--- config.mk ---
export PLATFORM = sky130hd
export DESIGN_NAME = glocc_step
export DESIGN_NICKNAME = d
export VERILOG_FILES = /design/src/sv/glocc_pkg.sv /design/src/sv/glocc_step.sv
export SDC_FILE = /design/constraint.sdc
export NUM_CORES = 1
export LEC_CHECK = 0
export BUFFER_PORTS_ARGS = -buffer_cell sky130_fd_sc_hd__buf_2
export CORE_MARGIN = 3
export CORE_UTILIZATION = 48
export DETAILED_ROUTE_END_ITERATION = 7
export PLACE_DENSITY_LB_ADDON = 0.2
export SLEW_MARGIN = 25
export SYNTH_ARGS = -nofsm -noshare
export SYNTH_HDL_FRONTEND = slang
export SYNTH_SLANG_ARGS = --single-unit
export TNS_END_PERCENT = 100
--- constraint.sdc ---
create_clock -name vclk -period 6
set_input_delay 1.2 -clock vclk [all_inputs]
set_output_delay 1.2 -clock vclk [all_outputs]
set_load 0.02 [all_outputs]
--- src/sv/glocc_pkg.sv ---
// shared types, codes and widths of the grid line occluder counter
package glocc_pkg;

  // fixed field widths
  localparam int COORD_W   = 6;
  localparam int DIM_W     = 7;
  localparam int CNT_W     = 7;
  localparam int OP_W      = 2;
  localparam int ERR_W     = 9;
  localparam int CFG_IDX_W = 1;

  // default grid side and register reset values
  localparam int              GRID_SIDE_DEF = 64;
  localparam logic [DIM_W-1:0] DIM_RESET    = 7'd64;
  localparam logic [CNT_W-1:0] COUNT_MAX    = 7'd127;

  // item operation codes
  typedef enum logic [OP_W-1:0] {
    OP_WR_STATIC  = 2'd0,
    OP_WR_DYNAMIC = 2'd1,
    OP_QUERY      = 2'd2,
    OP_NONE       = 2'd3
  } op_t;

  // configuration register indexes
  typedef enum logic [CFG_IDX_W-1:0] {
    CFG_GRID_WIDTH  = 1'b0,
    CFG_GRID_HEIGHT = 1'b1
  } cfg_reg_t;

  // sequencer states
  typedef enum logic [2:0] {
    ST_CLEAR,
    ST_IDLE,
    ST_RD_A,
    ST_RD_B,
    ST_RD_C,
    ST_ACC,
    ST_DONE
  } state_t;

  // block map write request
  typedef struct packed {
    logic wr_en;
    logic wr_dynamic;
    logic wr_bit;
  } map_req_t;

  // one line step from the shared step unit
  typedef struct packed {
    logic               go_col;
    logic               go_row;
    logic [COORD_W-1:0] ncol;
    logic [COORD_W-1:0] nrow;
    logic [ERR_W-1:0]   nerr;
  } step_t;

endpackage

--- src/sv/glocc_step.sv ---
// bresenham step unit: next position and error term from the current one
module glocc_step
  import glocc_pkg::*;
(
  input  logic [COORD_W-1:0] col,
  input  logic [COORD_W-1:0] row,
  input  logic [ERR_W-1:0]   err,
  input  logic [COORD_W-1:0] dc,
  input  logic [COORD_W-1:0] dr,
  input  logic               col_up,
  input  logic               row_up,
  output step_t              step
);

  logic signed [ERR_W:0] err_s;
  logic signed [ERR_W:0] e2;
  logic signed [ERR_W:0] dc_s;
  logic signed [ERR_W:0] dr_s;
  logic signed [ERR_W:0] nerr_s;

  always_comb begin
    err_s = $signed({err[ERR_W-1], err});
    e2    = err_s <<< 1;
    dc_s  = $signed({{(ERR_W+1-COORD_W){1'b0}}, dc});
    dr_s  = $signed({{(ERR_W+1-COORD_W){1'b0}}, dr});

    // direction decisions
    step.go_col = e2 > -dr_s;
    step.go_row = e2 < dc_s;

    // error update
    nerr_s = err_s;
    if (step.go_col) begin
      nerr_s = nerr_s - dr_s;
    end
    if (step.go_row) begin
      nerr_s = nerr_s + dc_s;
    end
    step.nerr = nerr_s[ERR_W-1:0];

    // coordinates stay inside the bounding box of the endpoints
    step.ncol = col;
    if (step.go_col) begin
      step.ncol = col_up ? col + COORD_W'(1) : col - COORD_W'(1);
    end
    step.nrow = row;
    if (step.go_row) begin
      step.nrow = row_up ? row + COORD_W'(1) : row - COORD_W'(1);
    end
  end

endmodule

## Word-level counts from Yosys, hierarchy flattened

Index checks and enable logic that the tools add are counted.

| cells by class | value |
|---|---|
| add/subtract/negate cells | 7 |
| $mul | 0 |
| div/mod/pow operators | 0 |
| order comparisons | 2 |
| eq/ne operators | 0 |
| shifts and indexed selects | 0 |
| muxes and demuxes | 6 |
| bitwise operators | 0 |
| reduce and logical (&&, ||, !) cells | 0 |

Operators by type and width:

| cell | count |
|---|---|
| $mux 6 | 4 |
| $mux 9 | 2 |
| $add 6x1->6 const B | 2 |
| $sub 6x1->6 const B | 2 |
| $gt 10x10->1 | 1 |
| $lt 10x7->1 | 1 |
| $neg 6->10 | 1 |
| $add 9x7->9 | 1 |
| $sub 9x7->9 | 1 |

| storage, ports and cells | value |
|---|---|
| register bits after elaboration | 0 |
| latch bits | 0 |
| bits in writable memories | 0 |
| ROM bits | 0 |
| input port bits | 35 |
| output and inout port bits | 23 |
| memories | 0 |

## Longest topological paths before layout

| depth | value |
|---|---|
| word-level depth | 5 |
| depth in mapped cells | 22 |
| depth with buffers taken out | 21 |

## Least setup slack after synthesis

OpenSTA, ideal clock, no wires.

| timing path | value |
|---|---|
| path type | input-to-output |
| start point | input port dr[1] |
| end point | output port step[8] (netlist bit) |
| data arrival time | 5,512 ps |
| path slack | -712 ps |
| stages on the path | 19 |
| cell sequence | nor3_1 nand3_1 xnor2_1 ha_1 a21oi_1 o21ai_1 a2111oi_4 mux2i_2 buf_4 a21oi_2 ha_1 fa_1 a211oi_1 nor2_1 o21ai_0 a22oi_1 or4_1 o211ai_2 xor2_1 |

RTL lines:

| element | RTL line | source |
|---|---|---|
| start, declared | glocc_step.sv:9 | `input logic [COORD_W-1:0] dr,` |
| end, declared | glocc_step.sv:12 | `output step_t step` |

==> out/results.md <==
| Result | This run |
|:---|:---|
| Result of the run | complete, but fails checks |
| Violations in the final reports | negative setup slack |
| Number of nets with antenna violations after routing | 0 |
| Number of optimization iterations in the first detailed-route pass | 4 |
| Most Used Layer, Global Route | met2 |
| Last weighted congestion value of the routability-driven placer | 0.810 |
| Maximum number of pins on one net before global-route repair | 17 |
| Kind of critical path | primary input to output pin |
| Portion of the post-synthesis area used by sequential elements | 0 |
| Cell area after layout | 2640 um^2 |
| Total core area | 3150 um^2 |
| Nets@finish | 388 |
| Static leakage | 1.32 nW |
| Overall via count from detail_route | 1898 |
| Final hold violations | 0 |
| Total global routing overflow | 0 |
| Arrival time worst endpoint | 5.24 ns |
| Routed wire length per instance | 13.7 um |
| Total cell area at the placement stage | 2290 um^2 |
| Fill count | 196 |
| Final period utilization | 1.07 |
| Wirelength, routed | 4.89 mm |
| Met1 track demand over resource in global routing | 0.293 |
| Setup Slack @ Placement | -0.701 ns |
| Height of the die | 64.3 um |
| Area occupied by registers | 0 um^2 |
| I/O pin count | 58 |
| Startpoint type of the worst setup path | primary input |
| Global-route track usage on met3 | 0.00176 |
| Remaining DRCs | 0 |
| Antenna violations before repair | 0 |
| Slew Limit Headroom | 0.557 |
| Site Rows | 20 |
| Proportion of layout cells with a drive suffix above 1 | 0.498 |
| Maximum ir drop on the vdd rail | 0.123 mV |
| Sequence of cells on the critical path | buf_8 > nor3_4 > nand3_2 > xnor2_2 > ha_4 > a21oi_2 > o21ai_2 > a2111oi_4 > mux2i_4 > mux2_4 > fa_2 > a211oi_2 > nor2_1 > o21ai_1 > a22oi_1 > or4_1 > o211ai_2 > xor2_2 > buf_4 |
| Global-route wire length before repair | 8.31 mm |
| Shortest period the worst path allows | 6.44 ns |
| Starting density of the core | 0.518 |
| Hold/Removal Path Class | primary input to output pin |
| Number of vias per cell after detailed routing | 5.32 |
| Clock buf count | 0 |
| Utilization after layout | 0.838 |
| Post-detail-place hpwl | 3.54 mm |
| Final setup vio count | 5 |
| Cell with the largest stage delay on the worst path | sky130_fd_sc_hd__a2111oi_4 |
| Mean instance size in the synthesized netlist | 7.85 um^2 |
| Number of global-route vias before repair | 1929 |
| Total standard cell area after synthesis | 1630 um^2 |
| Unrepaired setup endpoints after global routing | yes |
| Number of design-rule violations left by the first detailed-router iteration | 43 |
| Critical path launch point | dr[2] |
| Cells after Synth | 208 |
| CP endpoint | step[8] |
| Number of buffers added on ports | 58 |
| CP Data Required Time | 4.80 ns |
| Transition time of the tightest slew-check pin | 0.665 ns |
| Capturing element type of the critical path | output pin |
| Max_cap viols | 0 |
| Highest cell delay on the worst timing path | 0.44 ns |
| N_diodes | 0 |
| Synth warn | 0 |
| Width of the die | 64.3 um |
| Fin worst setup slack | -0.439 ns |
| Power per Cell Area | 138 nW/um^2 |
| Final hold slack | 2.70 ns |
| Highest achievable clock rate | 0.155 GHz |
| All-Layer GR Usage | 0.240 |
| Synth-to-Final Area Change | 61.9% |
| Area of the die | 4140 um^2 |
| Number of pins exceeding their max-slew limit in the final report | 0 |
| Largest driver fanout on the critical path | 5 |
| Post-route setup TNS | -1.36 ns |
| Grt met2 use | 0.472 |
| Number of sequential storage elements | 0 |
| Unique masters post-synth | 38 |
| Synth Net Count | 281 |
[layer usage]
layer / routed length (um) / share of wire
met5: 0 / 0
met4: 82 / 0.017
met3: 107 / 0.022
met2: 2630 / 0.54
met1: 2070 / 0.42
[Yosys cell counts]
master,n,area [um^2]
sky130_fd_sc_hd__o21ai_0,12,60.1
sky130_fd_sc_hd__buf_4,1,7.51
sky130_fd_sc_hd__fa_1,4,80.1
sky130_fd_sc_hd__o21bai_1,4,30.0
sky130_fd_sc_hd__or4_1,2,15.0
sky130_fd_sc_hd__a22oi_1,1,7.51
sky130_fd_sc_hd__ha_1,34,425
sky130_fd_sc_hd__nand4_2,1,12.5
sky130_fd_sc_hd__mux2i_1,1,10.0
sky130_fd_sc_hd__inv_1,23,86.3
sky130_fd_sc_hd__o211ai_2,1,12.5
sky130_fd_sc_hd__a21oi_2,1,8.76
sky130_fd_sc_hd__a21oi_1,14,70.1
sky130_fd_sc_hd__a2bb2oi_1,1,8.76
sky130_fd_sc_hd__o2111ai_1,1,8.76
sky130_fd_sc_hd__a21o_1,6,45.0
sky130_fd_sc_hd__o21a_1,1,7.51
sky130_fd_sc_hd__xor2_2,1,16.3
sky130_fd_sc_hd__nor4_1,2,12.5
sky130_fd_sc_hd__xor2_1,8,70.1
sky130_fd_sc_hd__nor2_1,21,78.8
sky130_fd_sc_hd__a2111oi_4,2,55.1
sky130_fd_sc_hd__a211oi_1,7,52.6
sky130_fd_sc_hd__and2_1,1,6.26
sky130_fd_sc_hd__nand4_1,2,12.5
sky130_fd_sc_hd__clkbuf_1,2,7.51
sky130_fd_sc_hd__o2111a_2,1,12.5
sky130_fd_sc_hd__mux2_2,11,124
sky130_fd_sc_hd__nand2_1,11,41.3
sky130_fd_sc_hd__o31ai_1,1,7.51
sky130_fd_sc_hd__nand3_1,2,10.0
sky130_fd_sc_hd__nor2b_1,3,18.8
sky130_fd_sc_hd__nor3_1,2,10.0
sky130_fd_sc_hd__o21ai_1,1,5.00
sky130_fd_sc_hd__xnor2_1,19,166
sky130_fd_sc_hd__o41ai_1,1,8.76
sky130_fd_sc_hd__mux2i_2,1,13.8
sky130_fd_sc_hd__nand3b_1,1,7.51
[cells by family (layout without fill, tap and decap cells)]
logic type | Yosys count | count (layout) | share of synthesized area
compound gates | 55 | 55 | 0.245
simple gates | 48 | 48 | 0.138
fa+ha+maj | 38 | 38 | 0.310
xor+xnor | 28 | 28 | 0.155
buf+inv | 26 | 131 | 0.0621
mux | 13 | 13 | 0.0904
[where the power goes]
part	internal [mW]	total, mW	switching (mW)	leakage (nW)
clock	0	0	0	0
combinational	0.181	0.364	0.183	1.32
sequential	0	0	0	0
total	0.181	0.364	0.183	1.32
[critical path, delay by kind of cell]
| kind | cells | cell delay [ns] |
|---|---|---|
| buf+inv | 2 | 0.25 |
| mux | 2 | 0.78 |
| fa+ha+maj | 2 | 0.62 |
| xor+xnor | 2 | 0.34 |
| compound gates | 7 | 1.21 |
| simple gates | 4 | 0.85 |
[worst min-delay path by stage]
stage	slack, ns	endpoint	cells past startpoint	from
after floorplan	2.49	step[8]	1	err[8]
after global placement	2.69	step[20]	3	col[5]
after detailed placement	2.69	step[20]	3	col[5]
after CTS	2.69	step[20]	3	col[5]
after global routing	2.70	step[20]	3	col[5]
final	2.70	step[20]	3	col[5]
[layout make-up]
class                      instances  area (um^2)  area share
timing repair buffer             108          734       0.278
tap                               44         55.1      0.0208
multi-input combinational        182         1760       0.667
inverter                          23         90.1      0.0341
[through the flow]
stage | total power [mW] | cells
3_3_place_gp | 0.285 | 346
2_1_floorplan | 0.185 | 208
3_5_place_dp | 0.289 | 346
5_1_grt | 0.399 | 357
6_report | 0.364 | 357
4_1_cts | 0.328 | 354
[cell usage in the layout, fill, tap and decap left out, drive strengths merged]
cell type,n
mux2i,2
nor3,2
clkinvlp,1
nand3,2
a21oi,15
nand2,11
o41ai,1
xor2,9
or4,2
nor2,21
nor4,2
o211ai,1
a21o,6
buf,108
nand3b,1
ha,34
o21bai,4
o2111a,1
inv,22
a211oi,7
a2111oi,2
mux2,11
a2bb2oi,1
and2,1
xnor2,19
o2111ai,1
nor2b,3
a22oi,1
o21ai,13
o21a,1
nand4,3
fa,4
o31ai,1
[what timing repair did]
action                                  in CTS  in global routing
endpoints found under the setup margin       6                  6
pin swaps                                   20                 11
resized for setup                           40                 21
hold endpoints to repair                     0                  0
setup buffers                                9                  4
hold buffers                                 0                  0
Power figures use the tool's default switching activity.
